File: config.mk
export PLATFORM = sky130hd
export DESIGN_NAME = counting_sort_engine_core
export DESIGN_NICKNAME = d
export VERILOG_FILES = /design/src/cse_pkg.sv /design/src/cse_front.sv /design/src/cse_fifo.sv /design/src/cse_back.sv /design/src/counting_sort_engine_core.sv
export SDC_FILE = /design/constraint.sdc
export NUM_CORES = 2
export LEC_CHECK = 0
export BUFFER_PORTS_ARGS = -buffer_cell sky130_fd_sc_hd__buf_2
export CORE_MARGIN = 8
export CORE_UTILIZATION = 35
export DETAILED_ROUTE_END_ITERATION = 16
export SKIP_CTS_REPAIR_TIMING = 1
export SLEW_MARGIN = 0
export SYNTH_ARGS = -nofsm -noshare
export SYNTH_HDL_FRONTEND = slang
export SYNTH_SLANG_ARGS = --single-unit
export TNS_END_PERCENT = 30
File: constraint.sdc
create_clock -name clock -period 21 [get_ports clock]
set_input_delay 2.1 -clock clock [delete_from_list [all_inputs] [get_ports clock]]
set_output_delay 2.1 -clock clock [all_outputs]
set_load 0.005 [all_outputs]
File: src/cse_pkg.sv
// ----------------------------------------------------------------------------
// cse_pkg
// Shared constants and types for the counting sort engine.
// ----------------------------------------------------------------------------
package cse_pkg;

   localparam int VALUE_BITS = 8;
   localparam int NUM_BINS   = 1 << VALUE_BITS;
   localparam int MAX_ITEMS  = 64;
   localparam int CNT_BITS   = $clog2(MAX_ITEMS + 1);
   localparam int HIST_BITS  = 7;
   localparam int IN_BITS    = 8;
   localparam int OUT_BITS   = 8;

   localparam int FIFO_DEPTH = 4;
   localparam int PTR_BITS   = $clog2(FIFO_DEPTH);
   localparam int FILL_BITS  = $clog2(FIFO_DEPTH + 1);

   // one classified transaction as it travels from front to back
   typedef struct packed {
      logic [VALUE_BITS-1:0] value;
      logic                  last;
      logic                  drop;
   } item_type;

   typedef enum logic [2:0] {
      ST_IDLE,
      ST_INC,
      ST_SCAN_RD,
      ST_SCAN_CHK,
      ST_EMIT
   } state_type;

endpackage

File: src/cse_front.sv
// ----------------------------------------------------------------------------
// cse_front
// Accepts input transactions and marks those beyond capacity for dropping.
// ----------------------------------------------------------------------------
module cse_front
   import cse_pkg::*;
(
   input  logic               clock,
   input  logic               reset,
   input  logic [IN_BITS-1:0] req_value,
   input  logic               req_last,
   input  logic               req_valid,
   output logic               req_ready,
   input  logic               q_not_full,
   output logic               q_push,
   output item_type           q_item
);

   logic [CNT_BITS-1:0] count_ff, count_in;
   logic                full;

   assign full      = (count_ff == CNT_BITS'(MAX_ITEMS));
   assign req_ready = q_not_full;
   assign q_push    = req_valid && q_not_full;

   always_comb begin
      q_item.value = VALUE_BITS'(req_value);
      q_item.last  = req_last;
      q_item.drop  = full;
   end

   // count restarts after the last transaction of a set
   always_comb begin
      count_in = count_ff;
      if (q_push) begin
         if (req_last)
            count_in = '0;
         else if (!full)
            count_in = count_ff + CNT_BITS'(1);
      end
   end

   always_ff @(posedge clock) begin
      if (reset)
         count_ff <= '0;
      else
         count_ff <= count_in;
   end

endmodule

File: src/cse_fifo.sv
// ----------------------------------------------------------------------------
// cse_fifo
// Short queue of classified transactions between front and back.
// ----------------------------------------------------------------------------
module cse_fifo
   import cse_pkg::*;
(
   input  logic     clock,
   input  logic     reset,
   input  logic     push,
   input  item_type push_item,
   output logic     not_full,
   input  logic     pop,
   output logic     not_empty,
   output item_type head
);

   item_type             store_ff [FIFO_DEPTH];
   logic [PTR_BITS-1:0]  wr_ptr_ff, wr_ptr_in;
   logic [PTR_BITS-1:0]  rd_ptr_ff, rd_ptr_in;
   logic [FILL_BITS-1:0] fill_ff, fill_in;
   logic                 do_push, do_pop;

   assign not_full  = (fill_ff != FILL_BITS'(FIFO_DEPTH));
   assign not_empty = (fill_ff != '0);
   assign do_push   = push && not_full;
   assign do_pop    = pop && not_empty;
   assign head      = store_ff[rd_ptr_ff];

   always_comb begin
      wr_ptr_in = do_push ? wr_ptr_ff + PTR_BITS'(1) : wr_ptr_ff;
      rd_ptr_in = do_pop  ? rd_ptr_ff + PTR_BITS'(1) : rd_ptr_ff;
      fill_in   = fill_ff;
      if (do_push && !do_pop)
         fill_in = fill_ff + FILL_BITS'(1);
      else if (do_pop && !do_push)
         fill_in = fill_ff - FILL_BITS'(1);
   end

   always_ff @(posedge clock) begin
      if (reset) begin
         wr_ptr_ff <= '0;
         rd_ptr_ff <= '0;
         fill_ff   <= '0;
      end else begin
         wr_ptr_ff <= wr_ptr_in;
         rd_ptr_ff <= rd_ptr_in;
         fill_ff   <= fill_in;
      end
   end

   always_ff @(posedge clock) begin
      if (do_push)
         store_ff[wr_ptr_ff] <= push_item;
   end

endmodule

File: src/cse_back.sv
// ----------------------------------------------------------------------------
// cse_back
// Histogram load, bin scan and sorted emit, with the result register.
// ----------------------------------------------------------------------------
module cse_back
   import cse_pkg::*;
(
   input  logic                clock,
   input  logic                reset,
   input  logic                q_not_empty,
   input  item_type            q_head,
   output logic                q_pop,
   output logic [OUT_BITS-1:0] rsp_value_res,
   output logic                rsp_last_res,
   output logic                rsp_dropped,
   output logic                rsp_valid,
   input  logic                rsp_ready
);

   state_type state_ff, state_in;

   logic [VALUE_BITS-1:0] min_ff, min_in;
   logic [VALUE_BITS-1:0] max_ff, max_in;
   logic [CNT_BITS-1:0]   count_ff, count_in;
   logic                  ovf_ff, ovf_in;
   logic [VALUE_BITS-1:0] item_ff, item_in;
   logic                  last_ff, last_in;
   logic [VALUE_BITS-1:0] bin_ff, bin_in;
   logic [HIST_BITS-1:0]  cnt_ff, cnt_in;
   logic [CNT_BITS-1:0]   remain_ff, remain_in;

   logic                  out_valid_ff, out_valid_in;
   logic [OUT_BITS-1:0]   out_value_ff, out_value_in;
   logic                  out_last_ff, out_last_in;
   logic                  out_drop_ff, out_drop_in;

   // histogram store; an entry whose valid bit is clear reads as zero
   logic [HIST_BITS-1:0]  hist_mem [NUM_BINS];
   logic                  hist_vld_ff [NUM_BINS];
   logic [HIST_BITS-1:0]  rd_data_ff;
   logic                  rd_vld_ff;
   logic [HIST_BITS-1:0]  hist;

   logic                  rd_en;
   logic [VALUE_BITS-1:0] rd_addr;
   logic                  wr_en;
   logic                  vld_clr;
   logic                  out_free;
   logic                  emit_fire;
   logic                  finish;

   assign hist      = rd_vld_ff ? rd_data_ff : '0;
   assign out_free  = !out_valid_ff || rsp_ready;
   assign emit_fire = (state_ff == ST_EMIT) && out_free;

   // next state
   always_comb begin
      state_in = state_ff;
      case (state_ff)
         ST_IDLE: begin
            if (q_not_empty) begin
               if (!q_head.drop)
                  state_in = ST_INC;
               else if (q_head.last && count_ff != '0)
                  state_in = ST_SCAN_RD;
            end
         end
         ST_INC: begin
            state_in = last_ff ? ST_SCAN_RD : ST_IDLE;
         end
         ST_SCAN_RD: begin
            state_in = ST_SCAN_CHK;
         end
         ST_SCAN_CHK: begin
            if (hist != '0)
               state_in = ST_EMIT;
            else if (bin_ff == max_ff)
               state_in = ST_IDLE;
            else
               state_in = ST_SCAN_RD;
         end
         ST_EMIT: begin
            if (out_free && cnt_ff == HIST_BITS'(1))
               state_in = (bin_ff == max_ff) ? ST_IDLE : ST_SCAN_RD;
         end
         default: state_in = ST_IDLE;
      endcase
   end

   // datapath and control
   always_comb begin
      q_pop     = 1'b0;
      rd_en     = 1'b0;
      rd_addr   = bin_ff;
      wr_en     = 1'b0;
      vld_clr   = 1'b0;
      finish    = 1'b0;
      min_in    = min_ff;
      max_in    = max_ff;
      count_in  = count_ff;
      ovf_in    = ovf_ff;
      item_in   = item_ff;
      last_in   = last_ff;
      bin_in    = bin_ff;
      cnt_in    = cnt_ff;
      remain_in = remain_ff;
      out_value_in = out_value_ff;
      out_last_in  = out_last_ff;
      out_drop_in  = out_drop_ff;
      out_valid_in = out_valid_ff && !rsp_ready;

      case (state_ff)
         ST_IDLE: begin
            if (q_not_empty) begin
               q_pop = 1'b1;
               if (!q_head.drop) begin
                  rd_en    = 1'b1;
                  rd_addr  = q_head.value;
                  item_in  = q_head.value;
                  last_in  = q_head.last;
                  count_in = count_ff + CNT_BITS'(1);
                  if (q_head.value < min_ff)
                     min_in = q_head.value;
                  if (q_head.value > max_ff)
                     max_in = q_head.value;
               end else begin
                  ovf_in = 1'b1;
                  if (q_head.last) begin
                     bin_in    = min_ff;
                     remain_in = count_ff;
                     // nothing loaded in this set: just clear it
                     if (count_ff == '0)
                        finish = 1'b1;
                  end
               end
            end
         end
         ST_INC: begin
            wr_en = 1'b1;
            if (last_ff) begin
               bin_in    = min_ff;
               remain_in = count_ff;
            end
         end
         ST_SCAN_RD: begin
            rd_en = 1'b1;
         end
         ST_SCAN_CHK: begin
            cnt_in  = hist;
            vld_clr = 1'b1;
            if (hist == '0) begin
               if (bin_ff == max_ff)
                  finish = 1'b1;
               else
                  bin_in = bin_ff + VALUE_BITS'(1);
            end
         end
         ST_EMIT: begin
            if (out_free) begin
               out_valid_in = 1'b1;
               out_value_in = OUT_BITS'(bin_ff);
               out_last_in  = (remain_ff == CNT_BITS'(1));
               out_drop_in  = ovf_ff;
               remain_in    = remain_ff - CNT_BITS'(1);
               cnt_in       = cnt_ff - HIST_BITS'(1);
               if (cnt_ff == HIST_BITS'(1)) begin
                  if (bin_ff == max_ff)
                     finish = 1'b1;
                  else
                     bin_in = bin_ff + VALUE_BITS'(1);
               end
            end
         end
         default: ;
      endcase

      if (finish) begin
         min_in   = '1;
         max_in   = '0;
         count_in = '0;
         ovf_in   = 1'b0;
      end
   end

   always_ff @(posedge clock) begin
      if (reset) begin
         state_ff     <= ST_IDLE;
         min_ff       <= '1;
         max_ff       <= '0;
         count_ff     <= '0;
         ovf_ff       <= 1'b0;
         out_valid_ff <= 1'b0;
      end else begin
         state_ff     <= state_in;
         min_ff       <= min_in;
         max_ff       <= max_in;
         count_ff     <= count_in;
         ovf_ff       <= ovf_in;
         out_valid_ff <= out_valid_in;
      end
   end

   always_ff @(posedge clock) begin
      item_ff      <= item_in;
      last_ff      <= last_in;
      bin_ff       <= bin_in;
      cnt_ff       <= cnt_in;
      remain_ff    <= remain_in;
      out_value_ff <= out_value_in;
      out_last_ff  <= out_last_in;
      out_drop_ff  <= out_drop_in;
   end

   // histogram memory: one write, one registered read per cycle
   always_ff @(posedge clock) begin
      if (wr_en)
         hist_mem[item_ff] <= hist + HIST_BITS'(1);
      if (rd_en)
         rd_data_ff <= hist_mem[rd_addr];
   end

   always_ff @(posedge clock) begin
      if (reset)
         rd_vld_ff <= 1'b0;
      else if (rd_en)
         rd_vld_ff <= hist_vld_ff[rd_addr];
   end

   // the scan empties every bin it passes, which clears the set
   always_ff @(posedge clock) begin
      if (reset) begin
         for (int i = 0; i < NUM_BINS; i++)
            hist_vld_ff[i] <= 1'b0;
      end else if (wr_en) begin
         hist_vld_ff[item_ff] <= 1'b1;
      end else if (vld_clr) begin
         hist_vld_ff[bin_ff] <= 1'b0;
      end
   end

   assign rsp_valid     = out_valid_ff;
   assign rsp_value_res = out_value_ff;
   assign rsp_last_res  = out_last_ff;
   assign rsp_dropped   = out_drop_ff;

`ifndef ASSERT_OFF
   a_count_cap: assert property (@(posedge clock) disable iff (reset)
      count_ff <= CNT_BITS'(MAX_ITEMS))
      else $error("item count beyond capacity");

   a_bounds: assert property (@(posedge clock) disable iff (reset)
      count_ff != '0 |-> min_ff <= max_ff)
      else $error("bounds inverted in a non-empty set");

   a_emit_cnt: assert property (@(posedge clock) disable iff (reset)
      state_ff == ST_EMIT |-> cnt_ff != '0 && remain_ff != '0)
      else $error("emit with an empty bin or nothing remaining");

   a_final_clear: assert property (@(posedge clock) disable iff (reset)
      emit_fire && remain_ff == CNT_BITS'(1)
      |=> state_ff == ST_IDLE && count_ff == '0 && !ovf_ff)
      else $error("set not cleared after its final result");
`endif

endmodule

File: src/counting_sort_engine_core.sv
// ----------------------------------------------------------------------------
// counting_sort_engine_core
// Counting sort of unsigned values, one set at a time, results ascending.
// ----------------------------------------------------------------------------
// The front takes one input transaction per cycle into a four-entry queue
// while the queue has room, and marks those beyond 64 in a set for dropping.
// The back drains the queue: each loaded value is read and then its histogram
// bin incremented through the bin memory; a dropped one is only popped.
// After the last transaction the back scans bins from the set's minimum to
// its maximum, with a read and a check per bin and an emit per result.
// Results carry last_res on the final one and dropped if any transaction of
// that set was discarded. The histogram is empty straight out of reset; no
// clearing pass is needed.
// ----------------------------------------------------------------------------
module counting_sort_engine_core
   import cse_pkg::*;
(
   input  logic                clock,
   input  logic                reset,
   input  logic [IN_BITS-1:0]  req_value,
   input  logic                req_last,
   input  logic                req_valid,
   output logic                req_ready,
   output logic [OUT_BITS-1:0] rsp_value_res,
   output logic                rsp_last_res,
   output logic                rsp_dropped,
   output logic                rsp_valid,
   input  logic                rsp_ready
);

   logic     q_push, q_not_full, q_pop, q_not_empty;
   item_type q_item, q_head;

   cse_front u_front (
      .clock      (clock),
      .reset      (reset),
      .req_value  (req_value),
      .req_last   (req_last),
      .req_valid  (req_valid),
      .req_ready  (req_ready),
      .q_not_full (q_not_full),
      .q_push     (q_push),
      .q_item     (q_item)
   );

   cse_fifo u_fifo (
      .clock     (clock),
      .reset     (reset),
      .push      (q_push),
      .push_item (q_item),
      .not_full  (q_not_full),
      .pop       (q_pop),
      .not_empty (q_not_empty),
      .head      (q_head)
   );

   cse_back u_back (
      .clock         (clock),
      .reset         (reset),
      .q_not_empty   (q_not_empty),
      .q_head        (q_head),
      .q_pop         (q_pop),
      .rsp_value_res (rsp_value_res),
      .rsp_last_res  (rsp_last_res),
      .rsp_dropped   (rsp_dropped),
      .rsp_valid     (rsp_valid),
      .rsp_ready     (rsp_ready)
   );

endmodule

---- After elaboration in Yosys (flattened, before gate mapping) ----
Memories as Yosys holds them, arrays and structs flattened. A register that Yosys moved wholly into a read port is not among the register bits.
Index checks and enable logic that the tools add are counted.
storage, ports and cells
  output and inout port bits .............. 12
  memories ................................ 3
  RAM bits ................................ 2088
  bits in registers ....................... 83
memory list
  memory              words  width  read ports  clocked after Yosys merged registers in  wr ports  RTL line        source
  u_back.hist_mem     256    7      1           1                                        1         cse_back.sv:38  logic [HIST_BITS-1:0] hist_mem [NUM_BINS];
  u_back.hist_vld_ff  256    1      1           1                                        256       cse_back.sv:39  logic hist_vld_ff [NUM_BINS];
  u_fifo.store_ff     4      10     1           1                                        1         cse_fifo.sv:18  item_type store_ff [FIFO_DEPTH];
cells by class
  multiplexer cells ....................... 71
  add/subtract/negate cells ............... 10
  magnitude comparators ................... 2
  reductions and logical operators ........ 36
  bitwise gates (word level) .............. 1
  eq/ne operators ......................... 19
operator list
  kind                   count
  $mux W8                13
  $mux W7                9
  $mux W1                32
  $pmux W8 S4            1
  $add A7 B1 Y7 const B  3
  $mux W3                7
  $pmux W7 S3            1
  $pmux W3 S5            1
  $eq A7 B1 Y1 const B   2
  $logic_not A7 Y1       2
  $pmux W7 S2            1
  $reduce_bool A7 Y1     2
  $sub A7 B1 Y7 const B  2
  $ne A2 B1 Y1 const B   5
  $reduce_and A3 Y1      3
  $add A8 B1 Y8 const B  1
  $eq A8 B8 Y1           1
  $gt A8 B8 Y1           1
  $logic_and A1 B1 Y1    8
  $lt A8 B8 Y1           1
  $mux W2                4
  $ne A2 B2 Y1 const B   4
  $reduce_and A4 Y1      2
  $reduce_and A8 Y1      1
  other kinds (21)       32

---- Depth between registers and ports, before layout ----
  depth after elaboration ................. 8
  depth in mapped cells ................... 17

---- By module ----
A second synthesis with hierarchy kept.
second synthesis, totals
  cells, all modules ...................... 7466
  area total of the unflattened synthesis .. 93045.5 um^2
by module, submodules not included
  module     cells an instance  area an instance (um^2)  seq. area each (um^2)  times used
  cse_back   7303               90610.7                  63520.9                1
  cse_fifo   100                1928.1                   1381.3                 1
  cse_front  63                 506.7                    140.1                  1

---- Worst setup path after synthesis ----
No wires, ideal clock.
  kind .................................... register -> register
  start point ............................. reg u_back.rd_data_ff[0] (read register of u_back.hist_mem)
  end point ............................... mem u_back.hist_mem[0][2], data pin
  library setup time ...................... 1.651 ns
  data arrival time ....................... 11.333 ns
  slack ................................... 8.016 ns
  period minus slack after synthesis ...... 12.984 ns
  buffers on the path ..................... 0
  stages on the path, launching flop included .. 5
  cells stage by stage .................... edfxtp_1 nand2_1 inv_1 ha_1 xnor2_1
between the ends
  cells in the longest elaborated chain, start to end .. 2
ends and longest elaborated chain
  what                RTL line         source
  start: declaration  cse_back.sv:40   logic [HIST_BITS-1:0] rd_data_ff;
  $mux W7             cse_back.sv:52   assign hist = rd_vld_ff ? rd_data_ff : '0;
  $add A7 B1 Y7       cse_back.sv:217  hist_mem[item_ff] <= hist + HIST_BITS'(1);
  end: declaration    cse_back.sv:38
Every way passes these cells.

==> run_results.csv <==
group,metric,value,unit
run_status,status,"complete, no violations",
power_and_ir_drop,power_frac_clock,24.6,%
route,drcViolationCount,0,
sta,setup_viol,0,
floorplan,rows,187,
route,avgRoutedWirePerCell,24.8,um
sta,final-hold-violation-count,0,
logic_synthesis,yosysTopAreaCell,"edfxtp_1",
route,drt_iter0_drc,6480,
logic_synthesis,yosysWarnings,0,
route,antenna_left,0,
sta,fmax,124,MHz
logic_synthesis,synthFlopType,"edfxtp_1",
placement,portBuffers,24,
global_route,grt_pass1_wl,376000,um
sta,min_period,8.09,ns
finish,drive_gt1_share,8.16,%
clock_tree,root_buffer,"clkbuf_16",
global_route,grt_usage,17.8,%
logic_synthesis,syn-instance-count,6919,
power_and_ir_drop,total_power,0.0157,W
finish,final_util,39.0,%
logic_synthesis,synth_edf_count,2136,
logic_synthesis,ys_types,73,
placement,gp_congestion,0.841,
clock_tree,cts_buffer_depth,3,
power_and_ir_drop,power.density,155,nW/um^2
global_route,antenna_found_initial,6,
finish,nets,6799,
power_and_ir_drop,irDropWorstVdd,0.203,mV
sta,rsz0062_at_grt,"false",
logic_synthesis,syn_nets,6964,
logic_synthesis,synth_area,90900,sq um
floorplan,die_area,276000,sq um
logic_synthesis,ys_top_cells_by_area,"edfxtp_1 71%, nand2_1 6.1%, nor2_1 2.5%, nand3_1 2.3%, mux2i_1 2.2%",
power_and_ir_drop,p_leak,33.1,nW
setup_path,cp-start-kind,"register",
sta,finalCritPeriodShare,38.5,%
logic_synthesis,seq_area_frac_synth,71.5,%
sta,tns,0,ns
route,routed_wl,256000,um
setup_path,path_class,"reg2reg",
clock_tree,cts_inserted_buffers,206,
floorplan,die_width,526,um
clock_tree,cts_max_level,4,
setup_path,arrival,8.70,ns
global_route,grt_max_degree,169,
run,drv_cap,0,
power_and_ir_drop,comb_power_share,41.6,%
global_route,first_global_vias,55200,
power_and_ir_drop,p_int,0.00912,W
sta,slew_headroom,12.7,%
logic_synthesis,ys_ff_latch,2181,
setup_path,required,21.61,ns
placement,dp_hpwl,148000,um
logic_synthesis,synth_top_area_share,70.6,%
setup_path,cp_max_fo,127,
hold_path,min_path_type,"reg2reg",
floorplan,coreArea,259000,sq um
floorplan,initial_core_util,35.1,%
logic_synthesis,syn_area_per_cell,13.1,sq um
route,num_vias,57800,
logic_synthesis,synth-async-reset-ratio,0,%
clock_tree,path_clk_slew,0.06,ns
sta,drv_slew,0,
setup_path,endpoint_kind,"register",
global_route,grt_overflow_total,0,
clock_tree,clk_latency,0.87,ns
power_and_ir_drop,swShare,41.8,%
sta,worst_slew_pin_slew,1.31,ns
route,viasPerCell,5.59,
route,dr.pass1.iters,6,
clock_tree,cts_sinks,2181,
finish,area_growth,11.1,%
floorplan,pin_count,25,
sta,finClkSkew,0.0544,ns
power_and_ir_drop,switchingPower,0.00655,W
clock_tree,cts_tree,"built",
floorplan,die_h,526,um
power_and_ir_drop,p_seq_share,33.8,%
per-layer routing:
| layer | GRT usage [%] | part of all wire (%) |
|---|---|---|
| met1 | 23.6 | 40 |
| met2 | 29.2 | 47 |
| met3 | 2.93 | 7.8 |
| met4 | 7.29 | 4.5 |
| met5 | 0 | 0.010 |
cells by family (layout without fill, tap and decap cells):
group                      count (synthesis)  count (layout)  share of synthesized area [%]
and+or+nand+nor                         2915            2915                           13.8
DFF                                     2181            2181                           71.5
AOI/OAI and AO/OA                        908             908                           7.00
buffers and inverters                    568             582                           2.91
muxes                                    273             273                           3.90
xor gates and xnor gates                  42              42                          0.405
adders and majority gates                 32              32                          0.449
other                                      0               4                              0
cells in the final DEF, fill, tap and decap left out, types with 10 or more instances in the layout:
cell type,synthesis,layout
edfxtp_1,2136,2136
nand2_1,1469,1465
nor2_1,614,607
nand3_1,417,416
clkbuf_16,0,208
a211oi_1,205,205
mux2i_1,201,198
o21ai_0,191,191
and3_1,180,180
nand4_1,129,129
buf_4,25,123
a31oi_1,109,109
a311oi_1,106,106
a21oi_1,83,83
mux4_2,63,63
a32oi_1,62,62
clkinv_1,1,48
a221oi_1,45,45
dfxtp_1,45,45
inv_1,41,40
clkbuf_1,246,39
clkinv_2,0,32
nor3_1,30,30
ha_1,31,30
bufinv_16,0,29
xor2_1,25,25
buf_2,208,24
nor2b_1,17,16
xnor2_1,17,16
clkinvlp_4,0,13
or3_1,12,12
o22ai_1,11,11
o21ai_1,11,11
a22oi_1,10,10
sequential cells by signal, indices dropped and copies added, names as in the netlist, 7 cells and up, named ones only:
register,count
u_back.hist_mem,1792
u_back.hist_vld_ff,256
u_fifo.store_ff,40
u_back.bin_ff,8
u_back.item_ff,8
u_back.max_ff,8
u_back.min_ff,8
u_back.rsp_value_res,8
u_back.cnt_ff,7
u_back.count_ff,7
u_back.rd_data_ff,7
u_back.remain_ff,7
u_front.count_ff,7
per-stage QoR:
stage               cell area [sq um]  instances  hold slack (ns)  setup slack (ns)
detailed placement              94000       9948            0.490             13.04
floorplan                       90900       6919            0.409              8.02
global route                   101000      10300            0.517             12.59
global placement                94000       9948            0.474             13.23
CTS                            101000      10300            0.502             13.02
finish                         101000      10300            0.501             12.91
power groups by stage:
stage	sequential, W	clock, W	combinational, W
floorplan	0.00540	0	0.00426
global placement	0.00538	0	0.00641
detailed placement	0.00538	0	0.00647
CTS	0.00529	0.00390	0.00648
global route	0.00530	0.00406	0.00694
finish	0.00529	0.00385	0.00652
path summary, 6_finish.rpt:
kind / startpoint / end / slack [ns] / cells past startpoint
setup / recovery: register / u_back.rd_data_ff[0] / 12.91 / 12
hold / removal: u_front.count_ff[6] / u_front.count_ff[6] / 0.50 / 2
hold reg to reg: u_front.count_ff[6] / u_front.count_ff[6] / 0.50 / 2
setup reg to reg: register / u_back.rd_data_ff[0] / 12.91 / 12
synthesized netlist by cell type, types with 4 or more instances:
library cell,n
edfxtp_1,2136
nand2_1,1469
nor2_1,614
nand3_1,417
clkbuf_1,246
buf_2,208
a211oi_1,205
mux2i_1,201
o21ai_0,191
and3_1,180
nand4_1,129
a31oi_1,109
a311oi_1,106
a21oi_1,83
mux4_2,63
a32oi_1,62
a221oi_1,45
dfxtp_1,45
inv_1,41
ha_1,31
nor3_1,30
buf_1,25
buf_4,25
xor2_1,25
buf_6,20
nor2b_1,17
xnor2_1,17
or3_1,12
o21ai_1,11
o22ai_1,11
a22oi_1,10
a2111oi_0,9
nand2b_1,9
o31ai_1,9
a211o_1,8
and2_1,8
nor4_1,8
o211ai_1,7
o22a_1,7
mux2_2,6
a222oi_1,5
nand3b_1,5
o221ai_1,5
and4_1,4
o2111ai_1,4
final cells by class:
| cell class | count | area (sq um) |
|---|---|---|
| clock inverters | 138 | 1600 |
| inverters | 43 | 171 |
| flip-flops and latches | 2181 | 65000 |
| fillers | 23800 | 158000 |
| repair buffers | 152 | 1140 |
| clock buffers | 249 | 5380 |
| multi-input cells | 4170 | 23400 |
| well taps | 3402 | 4260 |
| diodes | 4 | 10.0 |
worst max-delay path, stage by stage, from the launching register on:
cell and delay (ns):
dfxtp_1 0.76, mux4_2 0.74, nand4b_4 0.65, nand2_8 0.80
buf_4 0.78, buf_4 0.69, buf_12 0.59, buf_4 0.73
mux4_2 0.58, a221oi_1 0.35, nand4_1 0.12, or3_1 0.37
a31o_1 0.23
No activity file was read; power rests on OpenSTA's default activity.
